===== src/hw/rtl/sbcr_pkg.sv =====
`timescale 1ns / 1ps
`default_nettype none
// ----------------------------------------------------------------------------
// sbcr_pkg
// Types and constants shared by the scrolling bitmap column renderer.
// ----------------------------------------------------------------------------
package sbcr_pkg;

    localparam int DEF_BYTES_PER_ROW = 5;
    localparam int ROWS              = 8;
    localparam int WIDTH_BITS        = 6;
    localparam int COLOR_BITS        = 24;
    localparam int LED_BITS          = 7;
    localparam int APB_ADDR_BITS     = 3;
    localparam int APB_DATA_BITS     = 32;

    localparam logic REG_BITMAP_WIDTH = 1'b0;

    typedef enum logic {
        CMD_LOAD   = 1'b0,
        CMD_RENDER = 1'b1
    } t_command;

    typedef enum logic [1:0] {
        S_IDLE,
        S_READ,
        S_WAIT,
        S_EMIT
    } t_state;

    typedef struct packed {
        logic load_wr;
        logic render_start;
        logic rd_issue;
        logic emit;
    } t_dp_cmd;

    typedef struct packed {
        logic is_render;
        logic in_range;
        logic rd_last;
        logic mask_empty;
        logic mask_last;
        logic out_free;
    } t_dp_status;

endpackage
`default_nettype wire


===== src/hw/rtl/sbcr_if.sv =====
`timescale 1ns / 1ps
`default_nettype none
// ----------------------------------------------------------------------------
// sbcr_if
// Valid/ready channels for command items and pixel items.
// ----------------------------------------------------------------------------
interface sbcr_cmd_if;
    logic        valid;
    logic        ready;
    logic        command;
    logic [2:0]  row_number;
    logic [2:0]  byte_number;
    logic [7:0]  byte_value;
    logic [3:0]  screen_column;
    logic signed [15:0] scroll_offset;
    logic [23:0] draw_color;

    modport source (
        output valid, command, row_number, byte_number, byte_value,
               screen_column, scroll_offset, draw_color,
        input  ready
    );
    modport sink (
        input  valid, command, row_number, byte_number, byte_value,
               screen_column, scroll_offset, draw_color,
        output ready
    );
endinterface

interface sbcr_pix_if;
    logic        valid;
    logic        ready;
    logic [6:0]  led_index;
    logic [23:0] pixel_color;
    logic        last_pixel;

    modport source (
        output valid, led_index, pixel_color, last_pixel,
        input  ready
    );
    modport sink (
        input  valid, led_index, pixel_color, last_pixel,
        output ready
    );
endinterface
`default_nettype wire


===== src/hw/rtl/scroll_bitmap_column_render.sv =====
`timescale 1ns / 1ps
`default_nettype none
// ----------------------------------------------------------------------------
// scroll_bitmap_column_render
// Scrolling text column renderer for a 16x8 matrix of two 8x8 panels.
// ----------------------------------------------------------------------------
// Channel   Direction  Protocol    Item
// i_cmd     in         valid/ready load byte or render column command
// o_pix     out        valid/ready LED index, color, last flag
// APB       in         psel/penable register 0: bitmap width
//
// A load or an out-of-range render is accepted in idle and needs no further state.
// A render in range makes eight reads of the single-port bitmap memory,
// waits for the last read data, then moves one lit pixel per cycle into
// the output register, stalling while it is not taken.
// Reset clears the control state and the width; the bitmap holds no reset.
// ----------------------------------------------------------------------------
module scroll_bitmap_column_render #(
    parameter int BYTES_PER_ROW = sbcr_pkg::DEF_BYTES_PER_ROW
) (
    input  wire logic                               i_clk,
    input  wire logic                               i_rst_n,
    sbcr_cmd_if.sink                                i_cmd,
    sbcr_pix_if.source                              o_pix,
    input  wire logic                               psel,
    input  wire logic                               penable,
    input  wire logic                               pwrite,
    input  wire logic [sbcr_pkg::APB_ADDR_BITS-1:0] paddr,
    input  wire logic [sbcr_pkg::APB_DATA_BITS-1:0] pwdata,
    output logic      [sbcr_pkg::APB_DATA_BITS-1:0] prdata,
    output logic                                    pready
);

    logic [sbcr_pkg::WIDTH_BITS-1:0] bitmap_width;
    sbcr_pkg::t_dp_cmd               dp_cmd;
    sbcr_pkg::t_dp_status            dp_status;

    sbcr_regs u_regs (
        .i_clk          (i_clk),
        .i_rst_n        (i_rst_n),
        .psel           (psel),
        .penable        (penable),
        .pwrite         (pwrite),
        .paddr          (paddr),
        .pwdata         (pwdata),
        .prdata         (prdata),
        .pready         (pready),
        .o_bitmap_width (bitmap_width)
    );

    sbcr_ctrl u_ctrl (
        .i_clk      (i_clk),
        .i_rst_n    (i_rst_n),
        .i_in_valid (i_cmd.valid),
        .i_status   (dp_status),
        .o_in_ready (i_cmd.ready),
        .o_cmd      (dp_cmd)
    );

    sbcr_datapath #(
        .BYTES_PER_ROW (BYTES_PER_ROW)
    ) u_datapath (
        .i_clk           (i_clk),
        .i_rst_n         (i_rst_n),
        .i_cmd           (dp_cmd),
        .o_status        (dp_status),
        .i_command       (i_cmd.command),
        .i_row_number    (i_cmd.row_number),
        .i_byte_number   (i_cmd.byte_number),
        .i_byte_value    (i_cmd.byte_value),
        .i_screen_column (i_cmd.screen_column),
        .i_scroll_offset (i_cmd.scroll_offset),
        .i_draw_color    (i_cmd.draw_color),
        .i_bitmap_width  (bitmap_width),
        .i_out_ready     (o_pix.ready),
        .o_out_valid     (o_pix.valid),
        .o_led_index     (o_pix.led_index),
        .o_pixel_color   (o_pix.pixel_color),
        .o_last_pixel    (o_pix.last_pixel)
    );

endmodule
`default_nettype wire


===== src/hw/rtl/sbcr_regs.sv =====
`timescale 1ns / 1ps
`default_nettype none
// ----------------------------------------------------------------------------
// sbcr_regs
// APB register file holding the bitmap width.
// ----------------------------------------------------------------------------
module sbcr_regs (
    input  wire logic                                i_clk,
    input  wire logic                                i_rst_n,
    input  wire logic                                psel,
    input  wire logic                                penable,
    input  wire logic                                pwrite,
    input  wire logic [sbcr_pkg::APB_ADDR_BITS-1:0]  paddr,
    input  wire logic [sbcr_pkg::APB_DATA_BITS-1:0]  pwdata,
    output logic      [sbcr_pkg::APB_DATA_BITS-1:0]  prdata,
    output logic                                     pready,
    output logic      [sbcr_pkg::WIDTH_BITS-1:0]     o_bitmap_width
);

    logic [sbcr_pkg::WIDTH_BITS-1:0] r_width;
    logic                            sel_width;

    assign sel_width = (paddr[2] == sbcr_pkg::REG_BITMAP_WIDTH);
    assign pready    = 1'b1;

    always_ff @(posedge i_clk) begin
        if (!i_rst_n) begin
            r_width <= '0;
        end else if (psel && penable && pwrite && pready && sel_width) begin
            r_width <= pwdata[sbcr_pkg::WIDTH_BITS-1:0];
        end
    end

    always_comb begin
        prdata = '0;
        if (sel_width) begin
            prdata[sbcr_pkg::WIDTH_BITS-1:0] = r_width;
        end
    end

    assign o_bitmap_width = r_width;

endmodule
`default_nettype wire


===== src/hw/rtl/sbcr_ctrl.sv =====
`timescale 1ns / 1ps
`default_nettype none
// ----------------------------------------------------------------------------
// sbcr_ctrl
// Sequencer: accepts an item; a render in range reads eight bitmap rows, then emits lit pixels.
// ----------------------------------------------------------------------------
module sbcr_ctrl (
    input  wire logic                 i_clk,
    input  wire logic                 i_rst_n,
    input  wire logic                 i_in_valid,
    input  wire sbcr_pkg::t_dp_status i_status,
    output logic                      o_in_ready,
    output sbcr_pkg::t_dp_cmd         o_cmd
);

    sbcr_pkg::t_state r_state;
    sbcr_pkg::t_state n_state;
    logic             accept;

    assign accept = i_in_valid && o_in_ready;

    always_ff @(posedge i_clk) begin
        if (!i_rst_n) begin
            r_state <= sbcr_pkg::S_IDLE;
        end else begin
            r_state <= n_state;
        end
    end

    always_comb begin
        n_state = r_state;
        unique case (r_state)
            sbcr_pkg::S_IDLE: begin
                if (accept && i_status.is_render && i_status.in_range) begin
                    n_state = sbcr_pkg::S_READ;
                end
            end
            sbcr_pkg::S_READ: begin
                if (i_status.rd_last) begin
                    n_state = sbcr_pkg::S_WAIT;
                end
            end
            sbcr_pkg::S_WAIT: begin
                n_state = sbcr_pkg::S_EMIT;
            end
            sbcr_pkg::S_EMIT: begin
                if (i_status.mask_empty) begin
                    n_state = sbcr_pkg::S_IDLE;
                end else if (i_status.out_free && i_status.mask_last) begin
                    n_state = sbcr_pkg::S_IDLE;
                end
            end
            default: n_state = sbcr_pkg::S_IDLE;
        endcase
    end

    always_comb begin
        o_in_ready = 1'b0;
        o_cmd      = '0;
        unique case (r_state)
            sbcr_pkg::S_IDLE: begin
                o_in_ready         = 1'b1;
                o_cmd.load_wr      = i_in_valid && !i_status.is_render;
                o_cmd.render_start = i_in_valid && i_status.is_render && i_status.in_range;
            end
            sbcr_pkg::S_READ: begin
                o_cmd.rd_issue = 1'b1;
            end
            sbcr_pkg::S_WAIT: begin
            end
            sbcr_pkg::S_EMIT: begin
                o_cmd.emit = !i_status.mask_empty && i_status.out_free;
            end
            default: begin
            end
        endcase
    end

endmodule
`default_nettype wire


===== src/hw/rtl/sbcr_datapath.sv =====
`timescale 1ns / 1ps
`default_nettype none
// ----------------------------------------------------------------------------
// sbcr_datapath
// Bitmap memory, column capture, row mask and the pixel output register.
// ----------------------------------------------------------------------------
module sbcr_datapath #(
    parameter int BYTES_PER_ROW = sbcr_pkg::DEF_BYTES_PER_ROW
) (
    input  wire logic                              i_clk,
    input  wire logic                              i_rst_n,
    input  wire sbcr_pkg::t_dp_cmd                 i_cmd,
    output sbcr_pkg::t_dp_status                   o_status,
    input  wire logic                              i_command,
    input  wire logic [2:0]                        i_row_number,
    input  wire logic [2:0]                        i_byte_number,
    input  wire logic [7:0]                        i_byte_value,
    input  wire logic [3:0]                        i_screen_column,
    input  wire logic signed [15:0]                i_scroll_offset,
    input  wire logic [sbcr_pkg::COLOR_BITS-1:0]   i_draw_color,
    input  wire logic [sbcr_pkg::WIDTH_BITS-1:0]   i_bitmap_width,
    input  wire logic                              i_out_ready,
    output logic                                   o_out_valid,
    output logic      [sbcr_pkg::LED_BITS-1:0]     o_led_index,
    output logic      [sbcr_pkg::COLOR_BITS-1:0]   o_pixel_color,
    output logic                                   o_last_pixel
);

    localparam int Depth     = sbcr_pkg::ROWS * BYTES_PER_ROW;
    localparam int AddrWidth = $clog2(Depth);

    logic [7:0]           r_mem [Depth];
    logic [7:0]           r_rdata;
    logic [AddrWidth-1:0] r_rd_addr;
    logic [2:0]           r_row;
    logic [2:0]           r_rd_row;
    logic                 r_rd_pend;
    logic [2:0]           r_bit;
    logic [3:0]           r_column;
    logic [sbcr_pkg::COLOR_BITS-1:0] r_color;
    logic [7:0]           r_mask;

    logic                 r_out_valid;
    logic [sbcr_pkg::LED_BITS-1:0]   r_out_led;
    logic [sbcr_pkg::COLOR_BITS-1:0] r_out_color;
    logic                 r_out_last;

    logic signed [16:0]   src;
    logic [2:0]           ubyte;
    logic                 in_range;
    logic                 load_ok;
    logic [AddrWidth-1:0] wr_addr;
    logic [2:0]           low_row;
    logic [7:0]           rest_mask;
    logic                 out_free;

    assign src      = $signed({13'd0, i_screen_column}) + 17'(i_scroll_offset);
    assign ubyte    = src[5:3];
    assign in_range = !src[16] && (src[15:6] == '0) && (src[5:0] < i_bitmap_width)
                      && (32'(ubyte) < BYTES_PER_ROW);
    assign load_ok  = 32'(i_byte_number) < BYTES_PER_ROW;
    assign wr_addr  = AddrWidth'(32'(i_row_number) * BYTES_PER_ROW + 32'(i_byte_number));

    always_comb begin
        low_row = '0;
        for (int i = sbcr_pkg::ROWS - 1; i >= 0; i--) begin
            if (r_mask[i]) begin
                low_row = 3'(i);
            end
        end
    end

    assign rest_mask = r_mask & (r_mask - 8'd1);
    assign out_free  = !r_out_valid || i_out_ready;

    always_ff @(posedge i_clk) begin
        if (i_cmd.load_wr && load_ok) begin
            r_mem[wr_addr] <= i_byte_value;
        end
        if (i_cmd.rd_issue) begin
            r_rdata <= r_mem[r_rd_addr];
        end
    end

    always_ff @(posedge i_clk) begin
        if (i_cmd.render_start) begin
            r_rd_addr <= AddrWidth'(ubyte);
            r_bit     <= src[2:0];
            r_column  <= i_screen_column;
            r_color   <= i_draw_color;
        end else if (i_cmd.rd_issue) begin
            r_rd_addr <= r_rd_addr + AddrWidth'(BYTES_PER_ROW);
        end
        r_rd_row <= r_row;
        if (i_cmd.emit) begin
            r_out_led   <= {r_column[3], low_row, r_column[2:0]};
            r_out_color <= r_color;
            r_out_last  <= (rest_mask == '0);
        end
    end

    always_ff @(posedge i_clk) begin
        if (!i_rst_n) begin
            r_row       <= '0;
            r_rd_pend   <= 1'b0;
            r_mask      <= '0;
            r_out_valid <= 1'b0;
        end else begin
            r_rd_pend <= i_cmd.rd_issue;
            if (i_cmd.render_start) begin
                r_row  <= '0;
                r_mask <= '0;
            end else begin
                if (i_cmd.rd_issue) begin
                    r_row <= r_row + 3'd1;
                end
                if (r_rd_pend) begin
                    r_mask[r_rd_row] <= r_rdata[3'd7 - r_bit];
                end else if (i_cmd.emit) begin
                    r_mask <= rest_mask;
                end
            end
            if (i_cmd.emit) begin
                r_out_valid <= 1'b1;
            end else if (i_out_ready) begin
                r_out_valid <= 1'b0;
            end
        end
    end

    always_comb begin
        o_status            = '0;
        o_status.is_render  = (i_command == sbcr_pkg::CMD_RENDER);
        o_status.in_range   = in_range;
        o_status.rd_last    = (r_row == 3'(sbcr_pkg::ROWS - 1));
        o_status.mask_empty = (r_mask == '0);
        o_status.mask_last  = (rest_mask == '0);
        o_status.out_free   = out_free;
    end

    assign o_out_valid   = r_out_valid;
    assign o_led_index   = r_out_led;
    assign o_pixel_color = r_out_color;
    assign o_last_pixel  = r_out_last;

    a_emit_has_pixel: assert property (@(posedge i_clk) disable iff (!i_rst_n)
        i_cmd.emit |-> (r_mask != '0) && out_free)
        else $error("pixel emitted with empty mask or busy output");

    a_read_in_store: assert property (@(posedge i_clk) disable iff (!i_rst_n)
        i_cmd.rd_issue |-> (32'(r_rd_addr) < Depth))
        else $error("bitmap read beyond store");

    a_capture_follows_read: assert property (@(posedge i_clk) disable iff (!i_rst_n)
        i_cmd.rd_issue |=> r_rd_pend && !i_cmd.emit)
        else $error("row capture overlaps emission");

    a_start_exclusive: assert property (@(posedge i_clk) disable iff (!i_rst_n)
        i_cmd.render_start |-> !i_cmd.load_wr && !i_cmd.rd_issue && !r_rd_pend)
        else $error("render start overlaps other work");

endmodule
`default_nettype wire

===== src/flat_wrapper.sv =====
// flat-port wrapper written by rule: the top's interface ports become plain ports
module scroll_bitmap_column_render_flat 
#(
    parameter int BYTES_PER_ROW = sbcr_pkg::DEF_BYTES_PER_ROW
)
  (i_clk, i_rst_n, psel, penable, pwrite, paddr, pwdata, prdata, pready, i_cmd_valid, i_cmd_command, i_cmd_row_number, i_cmd_byte_number, i_cmd_byte_value, i_cmd_screen_column, i_cmd_scroll_offset, i_cmd_draw_color, i_cmd_ready, o_pix_valid, o_pix_led_index, o_pix_pixel_color, o_pix_last_pixel, o_pix_ready);
  sbcr_cmd_if i_cmd_i ();
  sbcr_pix_if o_pix_i ();
  input  wire logic i_clk;
  input  wire logic i_rst_n;
  input  wire logic psel;
  input  wire logic penable;
  input  wire logic pwrite;
  input  wire logic [sbcr_pkg::APB_ADDR_BITS-1:0] paddr;
  input  wire logic [sbcr_pkg::APB_DATA_BITS-1:0] pwdata;
  output logic      [sbcr_pkg::APB_DATA_BITS-1:0] prdata;
  output logic pready;
  input wire logic [$bits(i_cmd_i.valid)-1:0] i_cmd_valid;
  input wire logic [$bits(i_cmd_i.command)-1:0] i_cmd_command;
  input wire logic [$bits(i_cmd_i.row_number)-1:0] i_cmd_row_number;
  input wire logic [$bits(i_cmd_i.byte_number)-1:0] i_cmd_byte_number;
  input wire logic [$bits(i_cmd_i.byte_value)-1:0] i_cmd_byte_value;
  input wire logic [$bits(i_cmd_i.screen_column)-1:0] i_cmd_screen_column;
  input wire logic [$bits(i_cmd_i.scroll_offset)-1:0] i_cmd_scroll_offset;
  input wire logic [$bits(i_cmd_i.draw_color)-1:0] i_cmd_draw_color;
  output wire logic [$bits(i_cmd_i.ready)-1:0] i_cmd_ready;
  output wire logic [$bits(o_pix_i.valid)-1:0] o_pix_valid;
  output wire logic [$bits(o_pix_i.led_index)-1:0] o_pix_led_index;
  output wire logic [$bits(o_pix_i.pixel_color)-1:0] o_pix_pixel_color;
  output wire logic [$bits(o_pix_i.last_pixel)-1:0] o_pix_last_pixel;
  input wire logic [$bits(o_pix_i.ready)-1:0] o_pix_ready;
  assign i_cmd_i.valid = i_cmd_valid;
  assign i_cmd_i.command = i_cmd_command;
  assign i_cmd_i.row_number = i_cmd_row_number;
  assign i_cmd_i.byte_number = i_cmd_byte_number;
  assign i_cmd_i.byte_value = i_cmd_byte_value;
  assign i_cmd_i.screen_column = i_cmd_screen_column;
  assign i_cmd_i.scroll_offset = i_cmd_scroll_offset;
  assign i_cmd_i.draw_color = i_cmd_draw_color;
  assign i_cmd_ready = i_cmd_i.ready;
  assign o_pix_valid = o_pix_i.valid;
  assign o_pix_led_index = o_pix_i.led_index;
  assign o_pix_pixel_color = o_pix_i.pixel_color;
  assign o_pix_last_pixel = o_pix_i.last_pixel;
  assign o_pix_i.ready = o_pix_ready;
  scroll_bitmap_column_render #(.BYTES_PER_ROW(BYTES_PER_ROW)) u_core (.i_clk(i_clk), .i_rst_n(i_rst_n), .i_cmd(i_cmd_i), .o_pix(o_pix_i), .psel(psel), .penable(penable), .pwrite(pwrite), .paddr(paddr), .pwdata(pwdata), .prdata(prdata), .pready(pready));
endmodule

===== config.mk =====
export PLATFORM = sky130hd
export DESIGN_NAME = scroll_bitmap_column_render_flat
export DESIGN_NICKNAME = d
export VERILOG_FILES = /design/src/hw/rtl/sbcr_pkg.sv /design/src/hw/rtl/sbcr_if.sv /design/src/hw/rtl/scroll_bitmap_column_render.sv /design/src/hw/rtl/sbcr_regs.sv /design/src/hw/rtl/sbcr_ctrl.sv /design/src/hw/rtl/sbcr_datapath.sv /design/src/flat_wrapper.sv
export SDC_FILE = /design/constraint.sdc
export NUM_CORES = 1
export LEC_CHECK = 0
export BUFFER_PORTS_ARGS = -buffer_cell sky130_fd_sc_hd__buf_4
export CAP_MARGIN = 20
export CORE_AREA = 3 3 185 187
export CTS_CLUSTER_SIZE = 28
export DETAILED_ROUTE_END_ITERATION = 6
export DIE_AREA = 0 0 188 190
export PLACE_DENSITY = 0.79
export SYNTH_ARGS = -nofsm -noshare
export SYNTH_HDL_FRONTEND = slang
export SYNTH_SLANG_ARGS = --single-unit

===== constraint.sdc =====
create_clock -name i_clk -period 5.94 [get_ports i_clk]
set_input_delay 0.297 -clock i_clk [delete_from_list [all_inputs] [get_ports i_clk]]
set_output_delay 0.297 -clock i_clk [all_outputs]
set_load 0.03 [all_outputs]

# --- Word-level counts from Yosys, hierarchy flattened ---
# Memories as Yosys holds them, arrays and structs flattened. A register that Yosys moved wholly into a read port is not among the register bits.
# Index checks and enable logic that the tools add are counted.
op_classes:
  addsub: 6
  multipliers: 1
  div: 0
  magnitude_cmp: 6
  eq_ne: 7
  n_shift: 0
  muxes: 30
  bitwise_logic: 3
  reduce_logical: 32
ops:
  columns: ["operator", "count"]
  rows:
  - ["3-bit two-way mux", 6]
  - ["5-bit by 16-bit adder with 17-bit output", 1]
  - ["1-bit logical AND", 16]
  - ["8-bit logical NOT", 2]
  - ["8-bit two-way mux", 2]
  - ["2-bit two-way mux", 7]
  - ["10-bit logical NOT", 1]
  - ["1-bit two-way mux", 10]
  - ["8-bit bitwise AND", 1]
  - ["8-bit bitwise mux", 1]
  - ["3-bit by 4-bit less-than comparator with 1-bit output (second input constant)", 2]
  - ["2-bit one-hot mux with 4 select lines", 1]
  - ["8-bit by 1-bit subtractor with 8-bit output (second input constant)", 1]
  - ["6-bit by 3-bit adder with 6-bit output", 1]
  - ["6-bit by 3-bit adder with 6-bit output (second input constant)", 1]
  - ["3-bit less-than comparator (second input constant)", 2]
  - ["6-bit less-than comparator", 1]
  - ["3-bit by 3-bit multiplier with 6-bit output (second input constant)", 1]
  - ["6-bit two-way mux", 1]
  - ["2-bit nonzero test", 3]
  - ["2-bit equality test (second input constant)", 2]
  - ["1-bit logical NOT", 4]
  - ["2-bit OR reduction", 2]
  - ["4-bit OR reduction", 1]
  - ["14 further kinds", 15]
totals:
  ff_bits: 93
  latch_bits: 0
  ram_bits: 320
  mem_bits_ro: 0
  input_bits: 101
  out_inout_bits: 67
  elab_cells: 104
  n_memories: 1
mem_list:
  columns: ["name", "depth", "width", "read_ports", "rd_clocked_by_memory_dff", "write_ports", "line", "rtl"]
  rows:
  - ["u_core.u_datapath.r_mem", 40, 8, 1, 1, 1, "sbcr_datapath.sv:32", "logic [7:0] r_mem [Depth];"]

# --- Longest topological paths before layout ---
# Gate-level depths: netlist of the first run.
logic_depth:
  ltp_word: 10
  ltp_mapped: 14
  depth_no_buf: 13

# --- Modules after synthesis ---
# A second synthesis of the first run with hierarchy kept.
hier_totals:
  hier_cells: 961
  area_unflattened_um2: 17087.6
modules_own_cells:
  columns: ["module", "instances", "cells_per_inst", "area_each_um2", "seq_area_each_um2"]
  rows:
  - ["sbcr_datapath", 1, 874, 16369.4, 12211.7]
  - ["sbcr_regs", 1, 62, 513.0, 120.1]
  - ["sbcr_ctrl", 1, 25, 205.2, 40.0]

# --- Least setup slack after synthesis of the first run ---
# Ideal clock, no wire load.
synth_path:
  kind: "input-to-reg"
  from: "in i_cmd_scroll_offset[0]"
  to: "reg u_core.u_datapath.r_bit[0], enable pin"
  setup_time_ns: 0.497
  t_arrival_ns: 5.211
  required_ns: 5.443
  path_slack_ns: 0.232
  path_stages: 12
  path_buffers: 0
  path_cell_list: "ha_1 > inv_1 > fa_1 > nand2b_1 > a21oi_1 > xnor2_1 > ha_1 > a21oi_1 > o21ai_0 > nand2_1 > nand4_1 > nor4_1"
synth_lines:
  columns: ["element", "line", "rtl"]
  rows:
  - ["from (decl)", "flat_wrapper.sv:24", "input wire logic [$bits(i_cmd_i.scroll_offset)-1:0] i_cmd_scroll_offset;"]
  - ["to (signal assigned)", "sbcr_datapath.sv:88", "r_bit <= src[2:0];"]
  - ["to (decl)", "sbcr_datapath.sv:38", "logic [2:0] r_bit;"]

# --- Worst setup path in the final report of the first run ---
layout_path:
  from: "in i_cmd_screen_column[0]"
  to: "reg u_core.u_datapath.r_rd_addr[2] (data pin)"
layout_between:
  elab_chain_len: 8
  elab_cells_between_ends: 11
  cone_classes: "1 x add/sub; 2 x order compare; 2 x mux; 6 x reduce/logical"
layout_lines:
  columns: ["element", "line", "rtl"]
  rows:
  - ["from (decl)", "flat_wrapper.sv:23", "input wire logic [$bits(i_cmd_i.screen_column)-1:0] i_cmd_screen_column;"]
  - ["5-bit by 16-bit adder with 17-bit output *", "sbcr_datapath.sv:57", "assign src = $signed({13'd0, i_screen_column}) + 17'(i_scroll_offset);"]
  - ["branches (longest 6 deep; another with 6-bit less-than comparator)", null, null]
  - ["3-bit two-way mux *", "sbcr_datapath.sv:86", "if (i_cmd.render_start) begin"]
  - ["to (signal assigned)", "sbcr_datapath.sv:87", "r_rd_addr <= AddrWidth'(ubyte);"]
  - ["to (signal assigned)", "sbcr_datapath.sv:92", "r_rd_addr <= r_rd_addr + AddrWidth'(BYTES_PER_ROW);"]
  - ["to (decl)", "sbcr_datapath.sv:34", "logic [AddrWidth-1:0] r_rd_addr;"]
# Mark *: on every way between the ends.
# A chain may end at the register's enable or synchronous reset.

==> results of run 1 <==
## power groups by stage
| stage | Sequential (mW) | Clock (mW) | Combinational [mW] |
|---|---|---|---|
| final | 3.26 | 2.60 | 0.294 |
| after CTS | 3.26 | 2.63 | 0.293 |
| after floorplan | 3.32 | 0 | 0.171 |
| after global routing | 3.26 | 2.76 | 0.320 |
| after detailed placement | 3.32 | 0 | 0.273 |
| after global placement | 3.32 | 0 | 0.264 |
## final timing paths
check / from / to / depth (start not counted)
worst min register to register: u_core.u_datapath.r_row[2] / u_core.u_datapath.r_rd_row[2] / 0
worst max register to register: u_core.u_datapath.r_rd_addr[1] / u_core.u_datapath.r_rdata[3] / 6
worst min-delay path: pwdata[1] / u_core.u_regs.o_bitmap_width[1] / 3
worst max-delay path: i_cmd_screen_column[0] / u_core.u_datapath.r_rd_addr[2] / 16
## kinds of logic (layout without fill, tap and decap cells)
group           Yosys count  after routing  synth area share
buf+inv                  81            239           0.02648
compound gates           76             76           0.03350
fa+ha+maj                27             27           0.02040
xor+xnor                 13             13          0.006584
mux                     123            123            0.1429
other cells               2             27         0.0004343
flops                   421            421            0.7154
simple gates            183            183           0.05427
## state kept, by name, indices dropped and copies added, names as in the netlist
signal,flops
u_core.u_datapath.r_rd_pend,1
u_core.u_datapath.r_color,24
u_core.u_ctrl.r_state,2
u_core.u_datapath.o_out_valid,1
u_core.u_datapath.o_led_index,7
u_core.u_datapath.o_last_pixel,1
u_core.u_datapath.r_mem,320
u_core.u_datapath.r_rd_addr,6
u_core.u_regs.o_bitmap_width,6
u_core.u_datapath.r_column,4
u_core.u_datapath.o_pixel_color,24
u_core.u_datapath.r_bit,3
u_core.u_datapath.r_row,3
u_core.u_datapath.r_mask,8
u_core.u_datapath.r_rdata,8
u_core.u_datapath.r_rd_row,3
## worst max-delay path, cell delays in order
cell and delay (ns):
sky130_fd_sc_hd__dlygate4sd3_1 0.54, sky130_fd_sc_hd__buf_4 0.11, sky130_fd_sc_hd__ha_1 0.18, sky130_fd_sc_hd__inv_1 0.06, sky130_fd_sc_hd__fa_1 0.39, sky130_fd_sc_hd__nand2b_1 0.23
sky130_fd_sc_hd__a21oi_1 0.30, sky130_fd_sc_hd__xnor2_1 0.20, sky130_fd_sc_hd__ha_1 0.29, sky130_fd_sc_hd__a21oi_1 0.12, sky130_fd_sc_hd__o21ai_0 0.11, sky130_fd_sc_hd__nand2_1 0.11
sky130_fd_sc_hd__nand3_1 0.13, sky130_fd_sc_hd__nor4_4 0.51, sky130_fd_sc_hd__buf_4 0.31, sky130_fd_sc_hd__mux2_4 0.31
## routing by layer
metal  vias up  track usage
met5         -            0
met4         0      0.05368
met3        55      0.04441
met2       445       0.3215
met1      4523       0.2784
li1       3959            -
## repair_timing
action	in CTS	in global routing
endpoints found under the hold margin	28	0
hold buffers	28	0
setup endpoints to repair	0	0
## placed cells by master, fill, tap and decap left out, types with 8 or more instances in the layout
cell / netlist / final
sky130_fd_sc_hd__buf_4: 30 / 119
sky130_fd_sc_hd__conb_1: 2 / 27
sky130_fd_sc_hd__nand2b_1: 8 / 8
sky130_fd_sc_hd__nor2b_1: 20 / 20
sky130_fd_sc_hd__a211oi_1: 12 / 12
sky130_fd_sc_hd__clkbuf_16: 0 / 42
sky130_fd_sc_hd__edfxtp_1: 394 / 394
sky130_fd_sc_hd__dlygate4sd3_1: 0 / 28
sky130_fd_sc_hd__nor3_1: 12 / 12
sky130_fd_sc_hd__mux2i_1: 20 / 20
sky130_fd_sc_hd__nand3_1: 11 / 11
sky130_fd_sc_hd__nor2_1: 76 / 75
sky130_fd_sc_hd__dfxtp_1: 27 / 27
sky130_fd_sc_hd__nand2_1: 19 / 19
sky130_fd_sc_hd__mux4_2: 98 / 98
sky130_fd_sc_hd__clkinv_1: 0 / 10
sky130_fd_sc_hd__ha_1: 25 / 25
sky130_fd_sc_hd__a21oi_1: 21 / 21
sky130_fd_sc_hd__inv_1: 21 / 21
## cell type report
class,count,area [sq um],area share
flip-flops and latches,421,12370,0.6156
multi-input cells,449,4566,0.2272
repair buffers,148,1194,0.05939
clock buffers,49,1077,0.05360
well taps,442,553.0,0.02752
clock inverters,21,257.7,0.01282
inverters,21,78.83,0.003922
==> flow_metrics.env, run 1 <==
export IMPL_status="completed"
export IMPL_clock_sinks=421
export IMPL_coreArea_sq_mm=0.03262
export IMPL_worstPathRequired_ns=6.22
export IMPL_finish_instance_area_sq_mm=0.02010
export IMPL_final_setup_tns_ns=0
export IMPL_worst_ep_arrival_time_ns=4.21
export IMPL_top_level_ports=168
export IMPL_setup_viol_count_final=0
export IMPL_fin_util=0.6161
export IMPL_synth_area_top_cells="sky130_fd_sc_hd__edfxtp_1 (68%), sky130_fd_sc_hd__mux4_2 (13%), sky130_fd_sc_hd__dfxtp_1 (3.1%), sky130_fd_sc_hd__ha_1 (1.8%), sky130_fd_sc_hd__nor2_1 (1.6%)"
export IMPL_cts_post_setup_buffers_inserted=0
export IMPL_postCtsResizedCells=0
export IMPL_syn_inst=926
export IMPL_yosysTopAreaCellShare=0.6842
export IMPL_ff2ff_setup_slack_ns=2.59
export IMPL_highest_layer="met4"
export IMPL_grt_setup_unrepaired="false"
export IMPL_timing_final_hold_violations=0
export IMPL_tritoncts="yes"
export IMPL_track_usage=0.1990
export IMPL_drt_pass1_iterations=5
export IMPL_finalWorstPathRequiredPeriod_ns=3.933
export IMPL_worst_pin_slew_ns=0.8766
export IMPL_report_final_slew_viol_count=0
export IMPL_design_final_nets=1210
export IMPL_die_width_microns=188
export IMPL_criticalPathCategory="in -> reg"
export IMPL_drt_wl_total_mm=35.30
export IMPL_relative_contribution_of_sequential_cells_to_total_power=0.530
export IMPL_ys_seq_elements=421
export IMPL_worst_ir_drop_vdd_mv=0.2757
export IMPL_clk_latency_ns=0.53
export IMPL_num_vias=8982
export IMPL_power_leakage_nw=6.740
export IMPL_fp_row_count=66
export IMPL_antenna_diode_count=0
export IMPL_p_clk_frac=0.422
export IMPL_worstSetupEndpointType="flop"
export IMPL_place_hpwl_mm=21.56
export IMPL_ant_nets=0
export IMPL_detailed_router_s_first_iteration_violation_count=877
export IMPL_holdCritPathClass="in -> reg"
export IMPL_nFillCells=2252
export IMPL_place_gp_congestion=0.8094
export IMPL_cap_violations=0
export IMPL_synth_cell_type_count=70
export IMPL_timing_fmax_mhz=254.2
export IMPL_area_growth_syn_to_layout_pct=16.22
export IMPL_routed_wl_met3_mm=3.026
export IMPL_cellInternalPower_mw=4.911
export IMPL_power_switching_share=0.2017
export IMPL_portBuffers=112
export IMPL_synthMostInstantiatedCell="sky130_fd_sc_hd__edfxtp_1"
export IMPL_post_dp_cell_area_sq_mm=0.01848
export IMPL_synth_largest_area_cell="sky130_fd_sc_hd__edfxtp_1"
export IMPL_synth_async_reset_ratio=0
export IMPL_layout_worst_path_cycle_share=0.6622
export IMPL_slew_limit_headroom=0.4134
export IMPL_hold_ws_ns=0.04435
export IMPL_first_global_vias=9069
export IMPL_drc_errors=0
export IMPL_power_frac_comb=0.048
export IMPL_placement_setup_worst_slack_ns=2.024
export IMPL_fin_cells=1551
export IMPL_root_buffer="sky130_fd_sc_hd__clkbuf_16"
export IMPL_postSynthAreaPerCell_sq_um=18.67
export IMPL_largest_net_degree_at_the_start_of_global_routing=84
export IMPL_yosys_most_used_dff="sky130_fd_sc_hd__edfxtp_1"
export IMPL_mean_number_of_vias_per_cell=5.791
export IMPL_yosysWarnings=0
export IMPL_layout_setup_ws_ns=2.007
export IMPL_first_pass_grt_wire_length_mm=54.40
export IMPL_antenna_found_initial=0
export IMPL_fp_dieArea_sq_mm=0.03572
export IMPL_power_net_switching_mw=1.241
export IMPL_met2_wirelength_mm=17.05
export IMPL_crit_path_max_fanout=12
export IMPL_p_total_mw=6.151
export IMPL_powerDensity_mw_per_mm2=306.1
export IMPL_clock_tree_buffer_depth=3
export IMPL_synthesis_area_sq_mm=0.01729
export IMPL_chipHeight_microns=190
export IMPL_clk_pin_slew_worst_paths_ns=0.06
export IMPL_drt_wirelength_per_cell_microns=22.76
export IMPL_dp_cells=1453
export IMPL_cts_htree_levels=2
export IMPL_fin_skew_ns=0.01374
export IMPL_netlist_top_cells_count="sky130_fd_sc_hd__edfxtp_1 (394), sky130_fd_sc_hd__mux4_2 (98), sky130_fd_sc_hd__nor2_1 (76)"
export IMPL_synth_sequential_area_ratio=0.7154
export IMPL_wl_met1_mm=14.48
export IMPL_crit_path_start_kind="input port"
export IMPL_number_of_synthesized_flops_with_an_enable_pin=394
export IMPL_grt_overflow_total=0
export IMPL_cts_buffers=41
export IMPL_floorplan_initialDensity=0.5301
export IMPL_drive_gt1_frac=0.2687
(Power assumes the default switching activity.)
==> inputs of run 2 (changes only) <==
- CORE_AREA: 3 3 185 187 -> 3 3 176 178
- DIE_AREA: 0 0 188 190 -> 0 0 179 181
- PLACE_DENSITY: 0.79 -> 0.83
- clock period: 5.94 -> 3.79 ns (I/O delays scaled with it)
==> run 2 against run 1 <==
Sequential share of layout area decreased by 0.87 points. Critical path depth decreased by 1. Final cell count about the same. Highest routed layer unchanged. Via count increased by 2.5%. Global-route usage increased by 3.0 points. Setup slack got worse by 1.6 ns. Clock skew increased by 0.013 ns. Wire length increased by 4.0%. Total power increased by 53%. Die area decreased by 9.3%.
==> flow_metrics.env, run 2 (synthesis gave the netlist of run 1 again) <==
export IMPL_layout_setup_ws_ns=0.3706
export IMPL_postCtsResizedCells=0
export IMPL_fin_skew_ns=0.02689
export IMPL_top_level_ports=168
export IMPL_drc_errors=0
export IMPL_crit_reg2reg_launch="u_core.u_datapath.r_rd_addr[0]"
export IMPL_drt_wl_total_mm=36.69
export IMPL_family_with_the_most_delay_on_the_worst_path="buffers and inverters"
export IMPL_drt_wirelength_per_cell_microns=23.64
export IMPL_reg2regPathDepth=6
export IMPL_antenna_diode_count=0
export IMPL_floorplan_initialDensity=0.5850
export IMPL_cap_violations=0
export IMPL_routed_wl_met3_mm=2.739
export IMPL_num_vias=9211
export IMPL_drive_gt1_frac=0.2943
export IMPL_hold_path_startpoint="i_rst_n"
export IMPL_most_common_library_cell_in_the_layout_ignoring_fill_and_taps="sky130_fd_sc_hd__edfxtp_1"
export IMPL_mean_number_of_vias_per_cell=5.935
export IMPL_worst_ep_arrival_time_ns=3.64
export IMPL_largest_net_degree_at_the_start_of_global_routing=83
export IMPL_multi_input_combinational_cell_area_sq_mm=0.004574
export IMPL_largest_register_ffs=320
export IMPL_highest_layer="met4"
export IMPL_worstPathRequired_ns=4.01
export IMPL_drt_pass1_iterations=5
export IMPL_power_leakage_nw=6.959
export IMPL_timing_fmax_mhz=292.4
export IMPL_met2_wirelength_mm=18.80
export IMPL_setup_viol_count_final=0
export IMPL_crit_slowest_cell="sky130_fd_sc_hd__dlygate4sd3_1"
export IMPL_clk_pin_slew_worst_paths_ns=0.06
export IMPL_portBuffers=112
export IMPL_ant_nets=0
export IMPL_slowest_delay_ns=0.54
export IMPL_worstPathBufferInverterCount=4
export IMPL_slew_limit_headroom=0.3875
export IMPL_track_usage=0.2286
export IMPL_layout_area_seq_sq_mm=0.01237
export IMPL_chipHeight_microns=181
export IMPL_area_growth_syn_to_layout_pct=17.89
export IMPL_hold_ws_ns=0.02179
export IMPL_coreArea_sq_mm=0.02956
export IMPL_nFillCells=1761
export IMPL_detailed_router_s_first_iteration_violation_count=883
export IMPL_first_global_vias=9341
export IMPL_crit_path_start_kind="input port"
export IMPL_design_final_nets=1258
export IMPL_finalWorstPathRequiredPeriod_ns=3.419
export IMPL_final_setup_tns_ns=0
export IMPL_root_buffer="sky130_fd_sc_hd__clkbuf_16"
export IMPL_number_of_cells_on_the_critical_path=15
export IMPL_first_pass_grt_wire_length_mm=55.41
export IMPL_largest_register="u_core.u_datapath.r_mem"
export IMPL_cts_buffers=42
export IMPL_placement_setup_worst_slack_ns=0.3068
export IMPL_wl_met1_mm=14.29
export IMPL_grt_overflow_total=0
export IMPL_powerDensity_mw_per_mm2=462.1
export IMPL_fp_row_count=63
export IMPL_crit_chain="dlygate4sd3_1 > buf_4 > ha_1 > inv_1 > fa_1 > nand2b_1 > a21oi_1 > xnor2_1 > ha_1 > a21oi_1 > o21ai_0 > nand2_1 > nand4_1 > nor4_4 > buf_12"
export IMPL_place_hpwl_mm=22.85
export IMPL_clk_latency_ns=0.53
export IMPL_crit_path_max_fanout=31
export IMPL_cp_startpoint="i_cmd_screen_column[0]"
export IMPL_antenna_found_initial=0
export IMPL_holdCritPathClass="in -> reg"
export IMPL_tritoncts="yes"
export IMPL_fp_dieArea_sq_mm=0.03240
export IMPL_worst_ir_drop_vdd_mv=0.6372
export IMPL_criticalPathCategory="in -> reg"
export IMPL_worstSetupEndpointType="flop"
export IMPL_place_gp_congestion=0.8476
export IMPL_timing_final_hold_violations=0
export IMPL_clock_sinks=421
export IMPL_status="completed"
export IMPL_grt_setup_unrepaired="false"
export IMPL_whs_path_depth=2
export IMPL_clock_tree_buffer_depth=3
export IMPL_report_final_slew_viol_count=0
export IMPL_cts_htree_levels=2
export IMPL_die_width_microns=179
export IMPL_worst_pin_slew_ns=0.9187
export IMPL_layout_worst_path_cycle_share=0.9022
export IMPL_layout_common_cells="sky130_fd_sc_hd__edfxtp_1 (394), sky130_fd_sc_hd__buf_4 (154), sky130_fd_sc_hd__mux4_2 (98), sky130_fd_sc_hd__nor2_1 (75), sky130_fd_sc_hd__clkbuf_16 (42)"
## run 2: cell types whose count changed in the layout (fill, tap and decap cells not counted), sizes merged
cell,change
bufinv,-5
dlygate4sd3,+9
clkbuf,+7
inv,+1
clkinvlp,+4
buf,+38
clkinv,-1
## run 2: final cells by class
cell class | count | area share
Sequential cell | 421 | 0.6068
Multi-Input combinational cell | 449 | 0.2244
Timing Repair Buffer | 195 | 0.07880
Clock buffer | 56 | 0.05511
Tap cell | 390 | 0.02394
Clock inverter | 20 | 0.007058
Inverter | 21 | 0.003866
## run 2: path summary, 6_finish.rpt
kind,end,slack (ns)
hold / removal,u_core.u_ctrl.r_state[0],0.02
setup reg to reg,u_core.u_datapath.r_rdata[6],0.61
hold reg to reg,u_core.u_datapath.r_rd_row[1],0.38
setup / recovery,u_core.u_datapath.r_color[15],0.37
## run 2: where the power goes
part	internal (mW)	total [mW]	switching, mW
Clock	2.16	3.83	1.67
Combinational	0.180	0.474	0.294
Sequential	5.10	5.12	0.0205
Total	7.44	9.42	1.98
## run 2: timing repair
item,CTS,global route
buffers inserted,0,2
hold endpoints to repair,36,0
hold buffers,37,0
endpoints found under the setup margin,0,18
## run 2: worst reg2reg max path, delay by kind of cell, from the launching register on
kind	cells	cell delay (ns)
compound gates	2	0.49
buf+inv	1	0.30
flops	1	0.94
mux	2	1.02
simple gates	1	0.16
## run 2: through the flow
step,instance area [sq um],power [mW],std cells,util
after floorplan,17400,5.472,951,-
after global placement,18730,5.629,1437,0.6338
after detailed placement,18730,5.649,1437,0.6338
after CTS,20370,9.464,1550,0.6892
after global routing,20390,9.731,1552,0.6897
final,20390,9.422,1552,0.6897
## run 2: per-layer routing
| layer | vias to the layer above | GRT usage |
|---|---|---|
| met3 | 65 | 0.04035 |
| met2 | 416 | 0.3870 |
| met4 | 0 | 0.06079 |
| li1 | 4065 | - |
| met1 | 4665 | 0.3105 |
| met5 | - | 0 |
